`src/rtl/qgai_pkg.sv`:
```
// ----------------------------------------------------------------------------
// qgai_pkg
// Shared types and constants of the gyro attitude integrator: fixed-point
// constants, datapath command encodings and the controller/datapath structs.
// ----------------------------------------------------------------------------
package qgai_pkg;

  // Field and register widths.
  localparam int unsigned GyroW = 32;
  localparam int unsigned QuatW = 32;
  localparam int unsigned HtsW  = 32;
  localparam int unsigned OpndW = 33;
  localparam int unsigned ProdW = 66;
  localparam int unsigned GW    = 31;
  localparam int unsigned RemW  = 35;

  // Reset values of the configuration registers.
  localparam logic [HtsW-1:0] HtsReset = 32'd2147484;
  localparam logic            NenReset = 1'b1;

  // One in Q2.30.
  localparam logic signed [QuatW-1:0] OneQ30 = 32'sd1073741824;

  // Configuration register indexes.
  typedef enum logic {
    REG_HTS = 1'b0,
    REG_NEN = 1'b1
  } reg_idx_e;

  // Multiplier operand A selects.
  typedef enum logic [2:0] {
    A_Q0, A_Q1, A_Q2, A_Q3, A_GX, A_GY, A_GZ
  } asel_e;

  // Multiplier operand B selects.
  typedef enum logic [3:0] {
    B_Q0, B_Q1, B_Q2, B_Q3, B_G0, B_G1, B_G2, B_HTS, B_ONE
  } bsel_e;

  // What the accumulator stage does with the product in the following cycle.
  typedef enum logic [2:0] {
    P_NOP, P_LOAD, P_ADD, P_SUB, P_ST_G, P_ST_NQ, P_ST_ROT, P_ST_SQ
  } post_e;

  // Rounding bias loaded with the first product of a sum.
  typedef enum logic [2:0] {
    BI_ZERO, BI_RATE, BI_INT, BI_ROT, BI_DIAG
  } bias_e;

  // One multiply/accumulate command.
  typedef struct packed {
    asel_e       asel;
    bsel_e       bsel;
    post_e       post;
    bias_e       bias;
    logic [2:0]  idx;
  } mcmd_t;

  // Controller to datapath commands.
  typedef struct packed {
    mcmd_t       mc;
    logic        capture;
    logic        clear;
    logic        commit;
    logic        sqrt_step;
    logic        r_load;
    logic        div_init;
    logic        div_step;
    logic        div_store;
    logic [1:0]  comp;
    logic        out_load;
  } ctl_t;

  // Datapath to controller status.
  typedef struct packed {
    logic r_zero;
    logic out_free;
    logic nen;
  } sts_t;

endpackage

```
`src/rtl/qgai_ctrl.sv`:
```
// ----------------------------------------------------------------------------
// qgai_ctrl
// Controller of the gyro attitude integrator. Sequences the shared multiplier
// through rate scaling, integration, squared norm and rotation entries, and
// steps the shared square-root/divide unit during normalization.
// ----------------------------------------------------------------------------
module qgai_ctrl
  import qgai_pkg::*;
(
  input  logic clk_i,
  input  logic rst_ni,
  input  logic in_valid_i,
  input  logic in_op_i,
  output logic in_ready_o,
  input  sts_t sts_i,
  output ctl_t ctl_o
);

  typedef enum logic [15:0] {
    ST_IDLE   = 16'h0001,
    ST_CLR    = 16'h0002,
    ST_RATE   = 16'h0004,
    ST_INT    = 16'h0008,
    ST_IDRN   = 16'h0010,
    ST_COMMIT = 16'h0020,
    ST_SQ     = 16'h0040,
    ST_SDRN   = 16'h0080,
    ST_SQRT   = 16'h0100,
    ST_RCHK   = 16'h0200,
    ST_DINIT  = 16'h0400,
    ST_DIV    = 16'h0800,
    ST_DST    = 16'h1000,
    ST_ROT    = 16'h2000,
    ST_RDRN   = 16'h4000,
    ST_OUT    = 16'h8000
  } state_e;

  state_e     state_q, state_d;
  logic [2:0] comp_q, comp_d;
  logic [2:0] term_q, term_d;
  logic [4:0] iter_q, iter_d;
  logic       accept;

  // Quaternion component as operand A or B.
  function automatic asel_e qa(input logic [1:0] i);
    asel_e r;
    case (i)
      2'd0:    r = A_Q0;
      2'd1:    r = A_Q1;
      2'd2:    r = A_Q2;
      default: r = A_Q3;
    endcase
    return r;
  endfunction

  function automatic bsel_e qb(input logic [1:0] i);
    bsel_e r;
    case (i)
      2'd0:    r = B_Q0;
      2'd1:    r = B_Q1;
      2'd2:    r = B_Q2;
      default: r = B_Q3;
    endcase
    return r;
  endfunction

  function automatic mcmd_t nop_cmd();
    mcmd_t c;
    c.asel = A_Q0;
    c.bsel = B_ONE;
    c.post = P_NOP;
    c.bias = BI_ZERO;
    c.idx  = 3'd0;
    return c;
  endfunction

  // Rate scaling: gyro times half step, then store the clamped rate.
  function automatic mcmd_t mc_rate(input logic [2:0] c, input logic [2:0] t);
    mcmd_t m;
    m = nop_cmd();
    m.idx = c;
    if (t == 3'd0) begin
      case (c[1:0])
        2'd0:    m.asel = A_GX;
        2'd1:    m.asel = A_GY;
        default: m.asel = A_GZ;
      endcase
      m.bsel = B_HTS;
      m.post = P_LOAD;
      m.bias = BI_RATE;
    end else begin
      m.post = P_ST_G;
    end
    return m;
  endfunction

  // Integration: q[c] * one plus three signed rate terms, then store.
  function automatic mcmd_t mc_int(input logic [2:0] c, input logic [2:0] t);
    mcmd_t m;
    logic  neg;
    m = nop_cmd();
    m.idx = c;
    case (c[1:0])
      2'd0:    neg = 1'b1;
      2'd1:    neg = (t == 3'd2);
      2'd2:    neg = (t == 3'd3);
      default: neg = (t == 3'd1);
    endcase
    case (t)
      3'd0: begin
        m.asel = qa(c[1:0]);
        m.bsel = B_ONE;
        m.post = P_LOAD;
        m.bias = BI_INT;
      end
      3'd1, 3'd2, 3'd3: begin
        m.asel = qa(c[1:0] ^ t[1:0]);
        case (t[1:0])
          2'd1:    m.bsel = B_G0;
          2'd2:    m.bsel = B_G1;
          default: m.bsel = B_G2;
        endcase
        m.post = neg ? P_SUB : P_ADD;
      end
      default: m.post = P_ST_NQ;
    endcase
    return m;
  endfunction

  // Squared norm: sum of the four squares, then hand it to the root unit.
  function automatic mcmd_t mc_sq(input logic [2:0] c);
    mcmd_t m;
    m = nop_cmd();
    if (c == 3'd4) begin
      m.post = P_ST_SQ;
    end else begin
      m.asel = qa(c[1:0]);
      m.bsel = qb(c[1:0]);
      m.post = (c == 3'd0) ? P_LOAD : P_ADD;
    end
    return m;
  endfunction

  // Rotation entries: two products each, then store the rounded entry.
  function automatic mcmd_t mc_rot(input logic [2:0] e, input logic [2:0] t);
    mcmd_t      m;
    logic [1:0] a0, b0, a1, b1;
    m = nop_cmd();
    m.idx = e;
    case (e)
      3'd0:    begin a0 = 2'd0; b0 = 2'd0; a1 = 2'd1; b1 = 2'd1; end
      3'd1:    begin a0 = 2'd1; b0 = 2'd2; a1 = 2'd0; b1 = 2'd3; end
      3'd2:    begin a0 = 2'd1; b0 = 2'd3; a1 = 2'd0; b1 = 2'd2; end
      3'd3:    begin a0 = 2'd2; b0 = 2'd3; a1 = 2'd0; b1 = 2'd1; end
      default: begin a0 = 2'd0; b0 = 2'd0; a1 = 2'd3; b1 = 2'd3; end
    endcase
    case (t)
      3'd0: begin
        m.asel = qa(a0);
        m.bsel = qb(b0);
        m.post = P_LOAD;
        m.bias = (e == 3'd0 || e == 3'd4) ? BI_DIAG : BI_ROT;
      end
      3'd1: begin
        m.asel = qa(a1);
        m.bsel = qb(b1);
        m.post = (e == 3'd2) ? P_SUB : P_ADD;
      end
      default: m.post = P_ST_ROT;
    endcase
    return m;
  endfunction

  assign in_ready_o = (state_q == ST_IDLE);
  assign accept     = in_valid_i & in_ready_o;

  // Next state, counters and commands.
  always_comb begin
    state_d = state_q;
    comp_d  = comp_q;
    term_d  = term_q;
    iter_d  = iter_q;
    ctl_o   = '0;
    ctl_o.mc      = nop_cmd();
    ctl_o.capture = accept;
    ctl_o.comp    = comp_q[1:0];
    unique case (state_q)
      ST_IDLE: begin
        comp_d = '0;
        term_d = '0;
        if (accept) begin
          state_d = in_op_i ? ST_CLR : ST_RATE;
        end
      end
      ST_CLR: begin
        ctl_o.clear = 1'b1;
        state_d     = ST_ROT;
      end
      ST_RATE: begin
        ctl_o.mc = mc_rate(comp_q, term_q);
        if (term_q == 3'd1) begin
          term_d = '0;
          if (comp_q == 3'd2) begin
            comp_d  = '0;
            state_d = ST_INT;
          end else begin
            comp_d = comp_q + 3'd1;
          end
        end else begin
          term_d = term_q + 3'd1;
        end
      end
      ST_INT: begin
        ctl_o.mc = mc_int(comp_q, term_q);
        if (term_q == 3'd4) begin
          term_d = '0;
          if (comp_q == 3'd3) begin
            comp_d  = '0;
            state_d = ST_IDRN;
          end else begin
            comp_d = comp_q + 3'd1;
          end
        end else begin
          term_d = term_q + 3'd1;
        end
      end
      ST_IDRN: begin
        state_d = ST_COMMIT;
      end
      ST_COMMIT: begin
        ctl_o.commit = 1'b1;
        state_d      = sts_i.nen ? ST_SQ : ST_ROT;
      end
      ST_SQ: begin
        ctl_o.mc = mc_sq(comp_q);
        if (comp_q == 3'd4) begin
          comp_d  = '0;
          state_d = ST_SDRN;
        end else begin
          comp_d = comp_q + 3'd1;
        end
      end
      ST_SDRN: begin
        iter_d  = '0;
        state_d = ST_SQRT;
      end
      ST_SQRT: begin
        ctl_o.sqrt_step = 1'b1;
        iter_d          = iter_q + 5'd1;
        if (iter_q == 5'd31) begin
          state_d = ST_RCHK;
        end
      end
      ST_RCHK: begin
        ctl_o.r_load = 1'b1;
        comp_d       = '0;
        state_d      = sts_i.r_zero ? ST_ROT : ST_DINIT;
      end
      ST_DINIT: begin
        ctl_o.div_init = 1'b1;
        iter_d         = '0;
        state_d        = ST_DIV;
      end
      ST_DIV: begin
        ctl_o.div_step = 1'b1;
        iter_d         = iter_q + 5'd1;
        if (iter_q == 5'd31) begin
          state_d = ST_DST;
        end
      end
      ST_DST: begin
        ctl_o.div_store = 1'b1;
        if (comp_q == 3'd3) begin
          comp_d  = '0;
          state_d = ST_ROT;
        end else begin
          comp_d  = comp_q + 3'd1;
          state_d = ST_DINIT;
        end
      end
      ST_ROT: begin
        ctl_o.mc = mc_rot(comp_q, term_q);
        if (term_q == 3'd2) begin
          term_d = '0;
          if (comp_q == 3'd4) begin
            comp_d  = '0;
            state_d = ST_RDRN;
          end else begin
            comp_d = comp_q + 3'd1;
          end
        end else begin
          term_d = term_q + 3'd1;
        end
      end
      ST_RDRN: begin
        state_d = ST_OUT;
      end
      ST_OUT: begin
        if (sts_i.out_free) begin
          ctl_o.out_load = 1'b1;
          state_d        = ST_IDLE;
        end
      end
      default: state_d = ST_IDLE;
    endcase
  end

  always_ff @(posedge clk_i or negedge rst_ni) begin
    if (!rst_ni) begin
      state_q <= ST_IDLE;
      comp_q  <= '0;
      term_q  <= '0;
      iter_q  <= '0;
    end else begin
      state_q <= state_d;
      comp_q  <= comp_d;
      term_q  <= term_d;
      iter_q  <= iter_d;
    end
  end

endmodule

```
`config.mk`:
```
export PLATFORM = sky130hd
export DESIGN_NAME = qgai_ctrl
export DESIGN_NICKNAME = d
export VERILOG_FILES = /design/src/rtl/qgai_pkg.sv /design/src/rtl/qgai_ctrl.sv
export SDC_FILE = /design/constraint.sdc
export NUM_CORES = 1
export LEC_CHECK = 0
export BUFFER_PORTS_ARGS = -buffer_cell sky130_fd_sc_hd__buf_2
export CORE_MARGIN = 3
export CORE_UTILIZATION = 30
export CTS_CLUSTER_DIAMETER = 30
export DETAILED_ROUTE_END_ITERATION = 12
export PLACE_DENSITY = 0.52
export SLEW_MARGIN = 20
export SYNTH_ARGS = -nofsm -noshare
export SYNTH_HDL_FRONTEND = slang
export SYNTH_SLANG_ARGS = --single-unit
```
`constraint.sdc`:
```
create_clock -name clk_i -period 2.2 [get_ports clk_i]
set_input_delay 0.22 -clock clk_i [delete_from_list [all_inputs] [get_ports clk_i]]
set_output_delay 0.22 -clock clk_i [all_outputs]
set_load 0.03 [all_outputs]
```
==> flow_metrics.tcl <==
set metrics [dict create \
    status "finished, violations left" \
    violations "setup timing" \
    seqCellArea_um2 679 \
    n_fill_cell 637 \
    syn_inst 293 \
    port_buffers 34 \
    layout_setup_ws_ns -0.272 \
    rows 31 \
    skew_ns 0.00591 \
    detail_route.first_pass.iterations 4 \
    dp.cells 480 \
    synth_xor_xnor_area_share_pct 2.94 \
    timing.hold.worst.start "sts_i[2]" \
    cp_data_arrival_time_ns 2.25 \
    die_h_um 95.1 \
    synthAdderAreaFrac_pct 7.88 \
    io_pins 35 \
    peakVddDrop_mv 0.521 \
    wl_met2_um 4330 \
    p_leak_nw 1.93 \
    place.gp.congestion 0.878 \
    yosysTopAreaCell "dfrtp_1" \
    wl_met1_um 3960 \
    grt_overflow_total 0 \
    synth_compound_area_share_pct 20.5 \
    drc 0 \
    track_usage_pct 18.7 \
    coreArea_um2 7490 \
    critPathLaunchType "flip-flop" \
    dieArea_um2 9040 \
    drt_wl_total_um 8790 \
    layout.nets 447 \
    tightest_slew_ns 0.643 \
    diodes 0 \
    cts_made_buffers 3 \
    synth_top_family_by_area "simple AND/OR/NAND/NOR gates" \
    top_layer_used "met4" \
    setup_viol 34 \
    synth_nets 315 \
    clk_latency_ns 0.28 \
    final_cells 523 \
    finalMaxSlewViolations 0 \
    drtAntennaViolNets 0 \
    path_clk_slew_ns 0.10 \
    synth-simple-area-share_pct 32.0 \
    yosys.cell_types.count 62 \
    powerDensity_nw_per_um2 1320 \
    hold_class "in2reg" \
    worst_hold_slack_ns 0.130 \
    cts_max_path_buffers 2 \
    maxCapViolations 0 \
    critPathLaunch "state_q[6]" \
    ys_seq_elements 27 \
    die_x_um 95.1 \
    multi_input_area_um2 1970 \
    synth.area.mux_share_pct 2.15 \
    power.total_mw 5.46 \
    synth_edf_count 0 \
    cts_tree "built" \
    synth.yosys.warnings 0 \
    clock.fmax_mhz 405 \
    grt_pass1_vias 2640 \
    wl_per_cell_um 16.8 \
    worst_setup_path_end_kind "output port" \
    ys.flop_type "dfrtp_1" \
    clockRootBuffer "clkbuf_8" \
    layout_min_cycle_time_ns 2.47 \
    drt-vias-per-instance 5.27 \
    met3WireLength_um 402 \
    path_max_fanout 4 \
    start_util_pct 31.8 \
    grt_pass1_wl_um 13500 \
    syn_area_per_cell_um2 8.13 \
    syn_area_um2 2380 \
    syn_to_final_growth_pct 73.3 \
    drive_above_1_share_pct 52.4 \
    critPathKind "reg2out" \
    dp_hpwl_um 5950 \
    async_flop_share_pct 100 \
    ys_seq_area_share_pct 28.4 \
    r2r_start "state_q[6]" \
    dr_total_vias 2754 \
    yosysMostFrequentCell "nor2_1" \
    cp.required_ns 1.98 \
    drt-initial-drc-count 155 \
    grt_setup_unrepaired "yes" \
    ys_top_cells_by_area "dfrtp_1, ha_1, nor2_1" \
    grt_antenna_before_repair 0 \
    fin_crit_sh_pct 112 \
    slew_headroom_pct 57.1 \
    clkSinkCount 27 \
    yosysTopAreaCellShare_pct 27.3 \
    htreeDepth 1 \
    synth_common_cells "nor2_1, nand2_1, dfrtp_1" \
    hold_violations 0 \
    grt_max_degree 28 \
]
## metrics by stage
step                setup TNS [ns]  instance area [um2]  worst slack [ns]  util, %
floorplan                   -0.384                 2480            -0.126        -
global placement            -0.518                 3190            -0.100     42.6
detailed placement          -0.335                 3190           -0.0879     42.6
CTS                          -3.70                 3710            -0.273     49.5
global route                 -8.05                 4130            -0.354     55.1
finish                       -5.11                 4130            -0.272     55.1
## layout by cell type, fill, tap and decap left out, drive strengths merged, types with 3 or more instances in the layout
cell type and n:
buf 142, nor2 36, nand2 31, dfrtp 26, inv 16, a21oi 16
ha 15, o21ai 14, nand3 10, nor3 9, and3 7, and2 6
nor4 6, nor4b 6, xor2 5, a22o 5, nor2b 5, mux2i 4
o22ai 4, or4 4, o221ai 3, nand4b 3, xnor2 3, o22a 3
clkbuf 3, a22oi 3, nand4 3
## routing by layer
layer  global-route usage (%)  up-vias
met5                        0        -
met1                     26.6     1338
li1                         -     1329
met4                     2.64        0
met3                     2.45       10
met2                     30.9       77
## power by group
part	total, mW	switching (mW)	leakage [nW]	internal, mW
registers	0.667	0.0774	0.366	0.590
clock network	0.302	0.173	0.0217	0.129
logic	4.49	2.30	1.54	2.19
total	5.46	2.55	1.93	2.91
## timing repair
action                     in CTS  in global routing
hold buffers                    1                  0
setup endpoints to repair      33                 43
cloned                          1                  0
buffers inserted               21                 20
pin swaps                      23                 29
hold endpoints to repair       26                  0
resized for setup              87                 67
## final timing paths
path                                    end  slack [ns]  cells past startpoint
worst min register to register    iter_q[2]        0.51                      1
worst max-delay path              ctl_o[25]       -0.27                      6
min in group asynchronous         iter_q[2]        0.48                      2
worst max register to register   state_q[2]       -0.18                      7
worst min-delay path            state_q[10]        0.13                      2
max in group asynchronous        state_q[1]        1.25                      2
## final cells by class
cell class,count,share of cell area (%)
Multi-Input combinational cell,234,47.8
Sequential cell,27,16.5
Timing Repair Buffer,143,30.1
Tap cell,99,3.00
Inverter,16,1.46
Clock inverter,1,0.182
Clock buffer,3,1.00
## cell families after synthesis
logic type / count (synthesis)
AO/OA/AOI/OAI: 71
XOR/XNOR: 8
adder cells (fa/ha/maj): 15
buffers and inverters: 32
flip-flops: 27
multiplexers: 5
AND/OR/NAND/NOR: 135
## flip-flops by register name, indices dropped and copies added, names as in the netlist
name,flops
iter_q,5
term_q,3
state_q,16
comp_q,3
## worst max-delay path, cell delays in order (launching register included)
cell and delay (ns):
dfrtp_1 0.42, or4_1 0.63, nor3_4 0.25, and2_4 0.22, a22oi_2 0.09, o221ai_2 0.21
buf_6 0.16
Note: power is estimated with default switching activity, not from simulation.
